### src/rtl/core/spm_pkg.sv
`timescale 1ns / 1ps

package spm_pkg;

  localparam int LEVEL_WIDTH_DEF = 24;
  localparam int TIMER_WIDTH_DEF = 20;

  // Fixed field widths.
  localparam int ELAPSED_WIDTH    = 16;
  localparam int HOLD_SAMP_WIDTH  = 20;
  localparam int DECAY_WIDTH      = 16;
  localparam int HOLD_DECAY_WIDTH = 8;
  localparam int CFG_DATA_WIDTH   = 20;
  localparam int CFG_INDEX_WIDTH  = 2;
  localparam int PEAK_FALL_WIDTH  = ELAPSED_WIDTH + DECAY_WIDTH;
  localparam int HOLD_FALL_WIDTH  = ELAPSED_WIDTH + HOLD_DECAY_WIDTH;

  // Width for level arithmetic: a 32-bit level less a 32-bit fall fits in 34 bits.
  localparam int CALC_WIDTH = 34;

  // -100 dB and -96 dB in 1/65536 dB units.
  localparam int FLOOR_DB = -100 * 65536;
  localparam int SHOW_DB  = -96 * 65536;

  localparam logic [HOLD_SAMP_WIDTH-1:0]  HOLD_SAMPLES_RST = HOLD_SAMP_WIDTH'(48000);
  localparam logic [DECAY_WIDTH-1:0]      DECAY_RST        = DECAY_WIDTH'(27);
  localparam logic [HOLD_DECAY_WIDTH-1:0] HOLD_DECAY_RST   = HOLD_DECAY_WIDTH'(57);

  typedef enum logic [CFG_INDEX_WIDTH-1:0] {
    REG_HOLD_SAMPLES = 2'd0,
    REG_DECAY        = 2'd1,
    REG_HOLD_DECAY   = 2'd2
  } reg_index_t;

endpackage

### src/rtl/core/spm_if.sv
`timescale 1ns / 1ps

interface spm_in_if #(
  parameter int LEVEL_WIDTH = spm_pkg::LEVEL_WIDTH_DEF
);
  import spm_pkg::*;

  logic                          valid;
  logic                          ready;
  logic signed [LEVEL_WIDTH-1:0] left_level;
  logic signed [LEVEL_WIDTH-1:0] right_level;
  logic [ELAPSED_WIDTH-1:0]      elapsed_samples;

  modport source (output valid, left_level, right_level, elapsed_samples, input ready);
  modport sink   (input valid, left_level, right_level, elapsed_samples, output ready);
endinterface

interface spm_out_if #(
  parameter int LEVEL_WIDTH = spm_pkg::LEVEL_WIDTH_DEF
);
  logic                          valid;
  logic                          ready;
  logic signed [LEVEL_WIDTH-1:0] left_peak_db;
  logic signed [LEVEL_WIDTH-1:0] right_peak_db;
  logic signed [LEVEL_WIDTH-1:0] left_hold_db;
  logic signed [LEVEL_WIDTH-1:0] right_hold_db;

  modport source (output valid, left_peak_db, right_peak_db, left_hold_db, right_hold_db,
                  input ready);
  modport sink   (input valid, left_peak_db, right_peak_db, left_hold_db, right_hold_db,
                  output ready);
endinterface

### src/rtl/core/spm_chan.sv
`timescale 1ns / 1ps

module spm_chan #(
  parameter int LEVEL_WIDTH = spm_pkg::LEVEL_WIDTH_DEF,
  parameter int TIMER_WIDTH = spm_pkg::TIMER_WIDTH_DEF
) (
  input  logic signed [LEVEL_WIDTH-1:0]      level,
  input  logic [spm_pkg::ELAPSED_WIDTH-1:0]  elapsed,
  input  logic [spm_pkg::PEAK_FALL_WIDTH-1:0] peak_fall,
  input  logic [spm_pkg::HOLD_FALL_WIDTH-1:0] hold_fall,
  input  logic [TIMER_WIDTH-1:0]             reload,
  input  logic                               hold_en,
  input  logic signed [LEVEL_WIDTH-1:0]      peak,
  input  logic signed [LEVEL_WIDTH-1:0]      hold,
  input  logic [TIMER_WIDTH-1:0]             timer,
  output logic signed [LEVEL_WIDTH-1:0]      peak_next,
  output logic signed [LEVEL_WIDTH-1:0]      hold_next,
  output logic [TIMER_WIDTH-1:0]             timer_next,
  output logic signed [LEVEL_WIDTH-1:0]      peak_show,
  output logic signed [LEVEL_WIDTH-1:0]      hold_show
);
  import spm_pkg::*;

  localparam int CW  = CALC_WIDTH;
  localparam int TCW = (TIMER_WIDTH > ELAPSED_WIDTH) ? TIMER_WIDTH : ELAPSED_WIDTH;

  localparam logic signed [LEVEL_WIDTH-1:0] SILENCE = {1'b1, {(LEVEL_WIDTH-1){1'b0}}};
  localparam logic signed [CW-1:0] SILENCE_C = CW'(SILENCE);
  localparam logic signed [CW-1:0] FLOOR_C   = CW'(FLOOR_DB);
  localparam logic signed [CW-1:0] SHOW_C    = CW'(SHOW_DB);
  // When the level range does not reach -96 dB, silence is shown instead.
  localparam logic signed [LEVEL_WIDTH-1:0] SHOW_V =
    (SHOW_C < SILENCE_C) ? SILENCE : LEVEL_WIDTH'(SHOW_C);

  function automatic logic signed [LEVEL_WIDTH-1:0] fall(
    input logic signed [LEVEL_WIDTH-1:0] lvl,
    input logic [PEAK_FALL_WIDTH-1:0]    amt
  );
    logic signed [CW-1:0] r;
    r = CW'(lvl) - $signed(CW'(amt));
    if (r < FLOOR_C || r < SILENCE_C) begin
      return SILENCE;
    end
    return LEVEL_WIDTH'(r);
  endfunction

  function automatic logic signed [LEVEL_WIDTH-1:0] shown(
    input logic signed [LEVEL_WIDTH-1:0] lvl
  );
    return (CW'(lvl) > FLOOR_C) ? lvl : SHOW_V;
  endfunction

  logic signed [LEVEL_WIDTH-1:0] peak_in;
  logic [TIMER_WIDTH-1:0]        timer_in;
  logic signed [LEVEL_WIDTH-1:0] hold_up;
  logic [TIMER_WIDTH-1:0]        timer_up;

  always_comb begin
    // A louder block replaces the peak and restarts the hold time.
    if (level > peak) begin
      peak_in  = level;
      timer_in = reload;
    end else begin
      peak_in  = peak;
      timer_in = timer;
    end

    // Only a peak above the floor decays.
    if (CW'(peak_in) > FLOOR_C) begin
      peak_next = fall(peak_in, peak_fall);
    end else begin
      peak_next = peak_in;
    end

    if (peak_next > hold) begin
      hold_up  = peak_next;
      timer_up = reload;
    end else begin
      hold_up  = hold;
      timer_up = timer_in;
    end

    if (!hold_en) begin
      hold_next  = hold;
      timer_next = timer_in;
    end else if (TCW'(timer_up) > TCW'(elapsed)) begin
      hold_next  = hold_up;
      timer_next = TIMER_WIDTH'(TCW'(timer_up) - TCW'(elapsed));
    end else begin
      hold_next  = fall(hold_up, PEAK_FALL_WIDTH'(hold_fall));
      timer_next = '0;
    end

    peak_show = shown(peak_next);
    hold_show = shown(hold_next);
  end

endmodule

### src/rtl/core/stereo_peak_meter_with_hold.sv
`timescale 1ns / 1ps
// Stereo peak meter with peak hold, levels in 1/65536 dB.
// An accepted item passes through the input stage and then the output register,
// where its result waits until it is taken.
// Throughput: one item per cycle unless results stall; the output register and
// the input stage let a new item in while a finished result waits to be taken.
// Reset (rst, synchronous, active high) silences peaks and holds, clears timers
// and restores the register defaults; the block is ready in the next cycle.

module stereo_peak_meter_with_hold #(
  parameter int LEVEL_WIDTH = spm_pkg::LEVEL_WIDTH_DEF,
  parameter int TIMER_WIDTH = spm_pkg::TIMER_WIDTH_DEF
) (
  input  logic                                clk,
  input  logic                                rst,
  spm_in_if.sink                              meter_in,
  spm_out_if.source                           meter_out,
  input  logic                                wr_en,
  input  logic [spm_pkg::CFG_INDEX_WIDTH-1:0] wr_index,
  input  logic [spm_pkg::CFG_DATA_WIDTH-1:0]  wr_data
);
  import spm_pkg::*;

  localparam logic signed [LEVEL_WIDTH-1:0] SILENCE = {1'b1, {(LEVEL_WIDTH-1){1'b0}}};

  // Configuration registers.
  logic [HOLD_SAMP_WIDTH-1:0]  hold_samples;
  logic [DECAY_WIDTH-1:0]      decay_per_sample;
  logic [HOLD_DECAY_WIDTH-1:0] hold_decay_per_sample;

  always_ff @(posedge clk) begin
    if (rst) begin
      hold_samples          <= HOLD_SAMPLES_RST;
      decay_per_sample      <= DECAY_RST;
      hold_decay_per_sample <= HOLD_DECAY_RST;
    end else if (wr_en) begin
      case (reg_index_t'(wr_index))
        REG_HOLD_SAMPLES: hold_samples          <= wr_data;
        REG_DECAY:        decay_per_sample      <= wr_data[DECAY_WIDTH-1:0];
        REG_HOLD_DECAY:   hold_decay_per_sample <= wr_data[HOLD_DECAY_WIDTH-1:0];
        default: ;
      endcase
    end
  end

  // Input stage. The two fall amounts depend only on the item and the registers,
  // so they are multiplied on the way in and the stage holds the products.
  logic                             s1_valid;
  logic signed [LEVEL_WIDTH-1:0]    s1_level [2];
  logic [ELAPSED_WIDTH-1:0]         s1_elapsed;
  logic [PEAK_FALL_WIDTH-1:0]       s1_peak_fall;
  logic [HOLD_FALL_WIDTH-1:0]       s1_hold_fall;

  logic in_take;
  logic s1_move;

  // The stage moves on whenever the output register is empty or being emptied.
  assign s1_move        = s1_valid && (!meter_out.valid || meter_out.ready);
  assign meter_in.ready = !s1_valid || !meter_out.valid || meter_out.ready;
  assign in_take        = meter_in.valid && meter_in.ready;

  always_ff @(posedge clk) begin
    if (rst) begin
      s1_valid <= 1'b0;
    end else if (meter_in.ready) begin
      s1_valid <= meter_in.valid;
    end
  end

  always_ff @(posedge clk) begin
    if (in_take) begin
      s1_level[0]  <= meter_in.left_level;
      s1_level[1]  <= meter_in.right_level;
      s1_elapsed   <= meter_in.elapsed_samples;
      s1_peak_fall <= PEAK_FALL_WIDTH'(meter_in.elapsed_samples) *
                      PEAK_FALL_WIDTH'(decay_per_sample);
      s1_hold_fall <= HOLD_FALL_WIDTH'(meter_in.elapsed_samples) *
                      HOLD_FALL_WIDTH'(hold_decay_per_sample);
    end
  end

  // Per-channel meter state, updated as an item leaves the input stage.
  logic signed [LEVEL_WIDTH-1:0] peak_level [2];
  logic signed [LEVEL_WIDTH-1:0] hold_level [2];
  logic [TIMER_WIDTH-1:0]        hold_timer [2];

  logic signed [LEVEL_WIDTH-1:0] peak_level_next [2];
  logic signed [LEVEL_WIDTH-1:0] hold_level_next [2];
  logic [TIMER_WIDTH-1:0]        hold_timer_next [2];
  logic signed [LEVEL_WIDTH-1:0] peak_show [2];
  logic signed [LEVEL_WIDTH-1:0] hold_show [2];

  logic [TIMER_WIDTH-1:0] reload;
  logic                   hold_en;

  // The timer reload is the hold length cut or padded to the timer width, while
  // hold is enabled by the full register being nonzero.
  assign reload  = TIMER_WIDTH'(hold_samples);
  assign hold_en = (hold_samples != '0);

  for (genvar c = 0; c < 2; c++) begin : g_chan
    spm_chan #(
      .LEVEL_WIDTH (LEVEL_WIDTH),
      .TIMER_WIDTH (TIMER_WIDTH)
    ) u_chan (
      .level      (s1_level[c]),
      .elapsed    (s1_elapsed),
      .peak_fall  (s1_peak_fall),
      .hold_fall  (s1_hold_fall),
      .reload     (reload),
      .hold_en    (hold_en),
      .peak       (peak_level[c]),
      .hold       (hold_level[c]),
      .timer      (hold_timer[c]),
      .peak_next  (peak_level_next[c]),
      .hold_next  (hold_level_next[c]),
      .timer_next (hold_timer_next[c]),
      .peak_show  (peak_show[c]),
      .hold_show  (hold_show[c])
    );

    always_ff @(posedge clk) begin
      if (rst) begin
        peak_level[c] <= SILENCE;
        hold_level[c] <= SILENCE;
        hold_timer[c] <= '0;
      end else if (s1_move) begin
        peak_level[c] <= peak_level_next[c];
        hold_level[c] <= hold_level_next[c];
        hold_timer[c] <= hold_timer_next[c];
      end
    end
  end

  // Output register.
  always_ff @(posedge clk) begin
    if (rst) begin
      meter_out.valid <= 1'b0;
    end else if (!meter_out.valid || meter_out.ready) begin
      meter_out.valid <= s1_valid;
    end
  end

  always_ff @(posedge clk) begin
    if (s1_move) begin
      meter_out.left_peak_db  <= peak_show[0];
      meter_out.right_peak_db <= peak_show[1];
      meter_out.left_hold_db  <= hold_show[0];
      meter_out.right_hold_db <= hold_show[1];
    end
  end

endmodule

### src/flat_wrapper.sv
// flat-port wrapper written by rule: the top's interface ports become plain ports
module stereo_peak_meter_with_hold_flat import spm_pkg::*;
#(
  parameter int LEVEL_WIDTH = spm_pkg::LEVEL_WIDTH_DEF,
  parameter int TIMER_WIDTH = spm_pkg::TIMER_WIDTH_DEF
)
  (clk, rst, wr_en, wr_index, wr_data, meter_in_valid, meter_in_left_level, meter_in_right_level, meter_in_elapsed_samples, meter_in_ready, meter_out_valid, meter_out_left_peak_db, meter_out_right_peak_db, meter_out_left_hold_db, meter_out_right_hold_db, meter_out_ready);
  spm_in_if #(.LEVEL_WIDTH(LEVEL_WIDTH)) meter_in_i ();
  spm_out_if #(.LEVEL_WIDTH(LEVEL_WIDTH)) meter_out_i ();
  input  logic clk;
  input  logic rst;
  input  logic wr_en;
  input  logic [spm_pkg::CFG_INDEX_WIDTH-1:0] wr_index;
  input  logic [spm_pkg::CFG_DATA_WIDTH-1:0] wr_data;
  input wire logic [$bits(meter_in_i.valid)-1:0] meter_in_valid;
  input wire logic [$bits(meter_in_i.left_level)-1:0] meter_in_left_level;
  input wire logic [$bits(meter_in_i.right_level)-1:0] meter_in_right_level;
  input wire logic [$bits(meter_in_i.elapsed_samples)-1:0] meter_in_elapsed_samples;
  output wire logic [$bits(meter_in_i.ready)-1:0] meter_in_ready;
  output wire logic [$bits(meter_out_i.valid)-1:0] meter_out_valid;
  output wire logic [$bits(meter_out_i.left_peak_db)-1:0] meter_out_left_peak_db;
  output wire logic [$bits(meter_out_i.right_peak_db)-1:0] meter_out_right_peak_db;
  output wire logic [$bits(meter_out_i.left_hold_db)-1:0] meter_out_left_hold_db;
  output wire logic [$bits(meter_out_i.right_hold_db)-1:0] meter_out_right_hold_db;
  input wire logic [$bits(meter_out_i.ready)-1:0] meter_out_ready;
  assign meter_in_i.valid = meter_in_valid;
  assign meter_in_i.left_level = meter_in_left_level;
  assign meter_in_i.right_level = meter_in_right_level;
  assign meter_in_i.elapsed_samples = meter_in_elapsed_samples;
  assign meter_in_ready = meter_in_i.ready;
  assign meter_out_valid = meter_out_i.valid;
  assign meter_out_left_peak_db = meter_out_i.left_peak_db;
  assign meter_out_right_peak_db = meter_out_i.right_peak_db;
  assign meter_out_left_hold_db = meter_out_i.left_hold_db;
  assign meter_out_right_hold_db = meter_out_i.right_hold_db;
  assign meter_out_i.ready = meter_out_ready;
  stereo_peak_meter_with_hold #(.LEVEL_WIDTH(LEVEL_WIDTH), .TIMER_WIDTH(TIMER_WIDTH)) u_core (.clk(clk), .rst(rst), .meter_in(meter_in_i), .meter_out(meter_out_i), .wr_en(wr_en), .wr_index(wr_index), .wr_data(wr_data));
endmodule
### config.mk
export PLATFORM = sky130hd
export DESIGN_NAME = stereo_peak_meter_with_hold_flat
export DESIGN_NICKNAME = d
export VERILOG_FILES = /design/src/rtl/core/spm_pkg.sv /design/src/rtl/core/spm_if.sv /design/src/rtl/core/spm_chan.sv /design/src/rtl/core/stereo_peak_meter_with_hold.sv /design/src/flat_wrapper.sv
export SDC_FILE = /design/constraint.sdc
export NUM_CORES = 2
export LEC_CHECK = 0
export BUFFER_PORTS_ARGS = -buffer_cell sky130_fd_sc_hd__buf_2
export CORE_UTILIZATION = 40
export DETAILED_ROUTE_END_ITERATION = 10
export PLACE_DENSITY_LB_ADDON = 0.15
export SLEW_MARGIN = 20
export SYNTH_ARGS = -nofsm -noshare
export SYNTH_HDL_FRONTEND = slang
export SYNTH_SLANG_ARGS = --single-unit
### constraint.sdc
create_clock -name clk -period 18.75 [get_ports clk]
set_input_delay 0.9375 -clock clk [delete_from_list [all_inputs] [get_ports clk]]
set_output_delay 0.9375 -clock clk [all_outputs]
set_load 0.005 [all_outputs]
==> flow_summary_export.csv <==
group,metric,value,unit
critical_path,critical_path_class,"reg -> reg",
critical_path,start_kind,"register",
synthesis,ys.flop_type,"edfxtp_1",
floorplanning,start_util,40.4,%
critical_path,path_delay_family,"compound AO/OA/AOI/OAI gates",
critical_path,setup.worst_path.end,"u_core.meter_out.right_hold_db[7]$_SDFFCE_PP0P_",
cts,numClockSinks,398,
critical_path,r2r_cells,46,
layout,stdcell_area,45100,um2
pwr,power.internal,3.50,mW
synthesis,syn_area_per_cell,8.89,um2
timing,tns,0,ns
place,hpwl,106,mm
timing,skew,0.0479,ns
critical_path,cpMaxStageDelayCell,"a21oi_2",
critical_path,crit_arrival,16.34,ns
detailed_routing,first_pass_iters,7,
timing,min_period,16.05,ns
job,maxCapViolCount,0,
cts,cts_buffers,50,
cts,clock_path_buffers,3,
synthesis,synth-edff-count,352,
pwr,seqPwrFrac,18.4,%
pwr,p_switching,3.35,mW
place,post-place-ws,3.05,ns
synthesis,ys_seq_area_share,27.9,%
global_routing,grt_start_max_net_pins,78,
pwr,pwr-share-comb,66.9,%
cts,cts_resized,0,
synthesis,synthArstFlopShare,0,%
critical_path,critPathBufInv,2,
pwr,ir_worst_vdd,0.0000723,V
floorplanning,fp.dieW,323,um
floorplanning,core,102000,um2
critical_path,cp_slowest_stage_delay,0.87,ns
synthesis,syn_area,41100,um2
floorplanning,die-area,104000,um2
layout,syn2layout_area_growth,9.71,%
critical_path,worstPathMaxFanout,31,
detailed_routing,vias,34200,
global_routing,antenna_found_initial,1,
global_routing,grt_overflow,0,
critical_path,cp_data_required_time,19.04,ns
global_routing,grt_pass1_wl,205,mm
cts,htreeDepth,2,
layout,fillers,10200,
timing,final_max_slew_viol_count,0,
detailed_routing,drc,0,
synthesis,synthCells,4628,
synthesis,syn-num-nets,5395,
cts,cts_hold_buf,0,
timing,setup_viol,0,
critical_path,regToRegEndpoint,"u_core.meter_out.right_hold_db[7]$_SDFFCE_PP0P_",
timing,rsz0062_at_grt,"false",
detailed_routing,routed_wl,137,mm
cts,post-cts-setup-buffer-count,0,
synthesis,synthDistinctLibCells,110,
floorplanning,die_h,323,um
place,gp_congestion,0.976,
status,status,"finished, final reports clean",
cts,clk-insertion-delay-late,0.63,ns
detailed_routing,post_drt_via_cell_ratio,5.57,
global_routing,grt_pass1_vias,33000,
timing,setup_ws,2.70,ns
layout,drive_gt1_share,9.37,%
timing,hold_viol,0,
cts,clk_pin_slew,0.06,ns
detailed_routing,drtAntennaViolNets,0,
critical_path,r2r-start,"u_core.s1_level[0][38]$_DFFE_PP_",
synthesis,ys_ff_latch,398,
floorplanning,placementRows,117,
worst_hold_path,hold_class,"in -> reg",
pwr,power_frac_clock,14.7,%
place,post_dp_cell_area,43500,um2
pwr,swShare,48.9,%
timing,max_freq,62.3,MHz
detailed_routing,drt_iter0_markers,2879,
detailed_routing,routedWlPerCell,22.4,um
cts,clock-root-buffer,"clkbuf_16",
synthesis,yosysWarnings,0,
layout,finalNetCount,5497,
timing,timing.final.crit_share,85.6,%
timing,max_slew_margin,26.6,%
pwr,p_leak,20.5,nW
timing,worstMarginPinSlew,1.10,ns
critical_path,crit_start,"u_core.s1_level[0][38]$_DFFE_PP_",
global_routing,grtUsageTotal,26.1,%
critical_path,cp-end-kind,"register",
pwr,power_density,152,nW/um2
critical_path,cp.depth,46,
place,port_buffers,188,
cts,cts_tree,"built",
floorplanning,ios,189,
critical_path,r2r_slack,2.70,ns
## synth_stat cells (59+ instances only)
cell type	instances	area, um2
ha_1	392	4900
nor3_1	75	375
inv_1	611	2290
clkbuf_1	159	597
mux2i_1	83	831
and2_1	170	1060
xnor2_1	93	815
a21o_1	82	616
nand2_1	508	1910
nand3_1	59	295
edfxtp_1	352	10600
fa_1	284	5690
o21ai_0	163	816
nor2_1	453	1700
a21oi_1	279	1400
## cell type report
class,instances,area [um2],share of cell area (%)
sequential,398,11500,25.5
clock buffer,64,1340,2.96
multi-input combinational,3423,26600,58.9
timing repair buffer,242,1350,2.98
tap,1368,1710,3.79
antenna,1,2.50,0.00554
clock inverter,29,334,0.740
inverter,615,2310,5.12
## power groups by stage
stage / Sequential, mW / Combinational (mW) / Clock, mW
global route: 1.27 / 5.06 / 1.05
finish: 1.26 / 4.58 / 1.01
floorplan: 1.24 / 3.31 / 0
detailed placement: 1.28 / 4.50 / 0
global placement: 1.28 / 4.52 / 0
CTS: 1.26 / 4.53 / 1.02
## registers in the layout (all words and copies together), names as in the netlist
| signal | count |
|---|---|
| u_core.hold_samples | 20 |
| u_core.meter_out.left_hold_db | 24 |
| u_core.s1_peak_fall | 32 |
| u_core.meter_out.right_hold_db | 24 |
| u_core.s1_valid | 1 |
| u_core.hold_timer | 40 |
| u_core.s1_elapsed | 16 |
| u_core.s1_level | 48 |
| u_core.peak_level | 48 |
| u_core.hold_decay_per_sample | 8 |
| u_core.meter_out.valid | 1 |
| u_core.s1_hold_fall | 24 |
| u_core.meter_out.right_peak_db | 24 |
| u_core.meter_out.left_peak_db | 24 |
| u_core.decay_per_sample | 16 |
| u_core.hold_level | 48 |
## per-layer routing
| layer | share of wire [%] | up-vias | GRT usage, % |
|---|---|---|---|
| met5 | 0 | - | 0 |
| met4 | 4.0 | 0 | 9.63 |
| li1 | - | 16100 | - |
| met3 | 6.5 | 216 | 3.37 |
| met1 | 45 | 16700 | 36.1 |
| met2 | 45 | 1198 | 41.6 |
## stage by stage
step	util (%)	std cells	power, mW	hold slack (ns)
finish	44.3	6140	6.85	0.495
global route	44.3	6139	7.38	0.480
CTS	44.3	6139	6.82	0.465
detailed placement	42.7	6046	5.78	0.518
global placement	42.7	6046	5.79	0.512
floorplan	-	4628	4.55	0.479
## worst reg2reg max path: cells and delay by family (launching register included)
family | cells | cell delay (ns)
compound gates | 17 | 6.09
fa+ha+maj | 4 | 1.21
buf+inv | 2 | 0.63
flops | 1 | 0.43
mux | 3 | 1.38
simple gates | 20 | 5.98
## cells in the final DEF, fill, tap and decap left out, types with 18 or more instances in the layout
master	synthesis	layout
a211oi_1	27	27
a31oi_1	31	31
inv_1	611	610
edfxtp_1	352	352
nor2_2	21	22
mux2_2	28	28
xor2_1	47	47
ha_1	392	392
and3_1	31	31
nor3_1	75	75
nor4_1	34	34
nand2_1	508	507
o211ai_1	19	19
a21oi_1	279	278
mux2i_1	83	83
nand2b_1	39	38
buf_4	4	54
dfxtp_1	46	46
fa_1	284	284
buf_2	13	188
o21ai_0	163	163
o21a_1	46	46
nor2b_1	47	47
or3_1	21	21
and2_1	170	168
nor2_1	453	451
nand3_1	59	59
nand3b_1	18	18
clkbuf_16	0	51
nand4_1	43	43
a21o_1	82	82
xnor2_1	93	93
## worst min path at each step
stage,cells past startpoint,start,end,slack (ns)
4_1_cts,1,meter_in_left_level[8],u_core.s1_level[0][8]$_DFFE_PP_,0.46
3_3_place_gp,2,u_core.s1_valid$_SDFFE_PP0N_,u_core.meter_out.valid$_SDFFE_PP0N_,0.51
2_1_floorplan,2,u_core.hold_samples[0]$_SDFFE_PP0P_,u_core.hold_samples[0]$_SDFFE_PP0P_,0.48
5_1_grt,1,meter_in_left_level[7],u_core.s1_level[0][7]$_DFFE_PP_,0.48
3_5_place_dp,2,u_core.s1_valid$_SDFFE_PP0N_,u_core.meter_out.valid$_SDFFE_PP0N_,0.52
6_report,1,meter_in_left_level[7],u_core.s1_level[0][7]$_DFFE_PP_,0.50
## cells by family (layout without fill, tap and decap cells)
kind of cell               Yosys count  in the layout  share of synthesized area (%)
adders and majority gates          676            676                           25.7
xor gates and xnor gates           141            141                           3.02
DFF                                398            398                           27.9
muxes                              113            113                           2.87
other                                0              1                              0
and+or+nand+nor                   1585           1585                           18.2
AOI/OAI and AO/OA                  908            908                           14.7
buffers and inverters              807            950                           7.53
(Power assumes the default switching activity.)
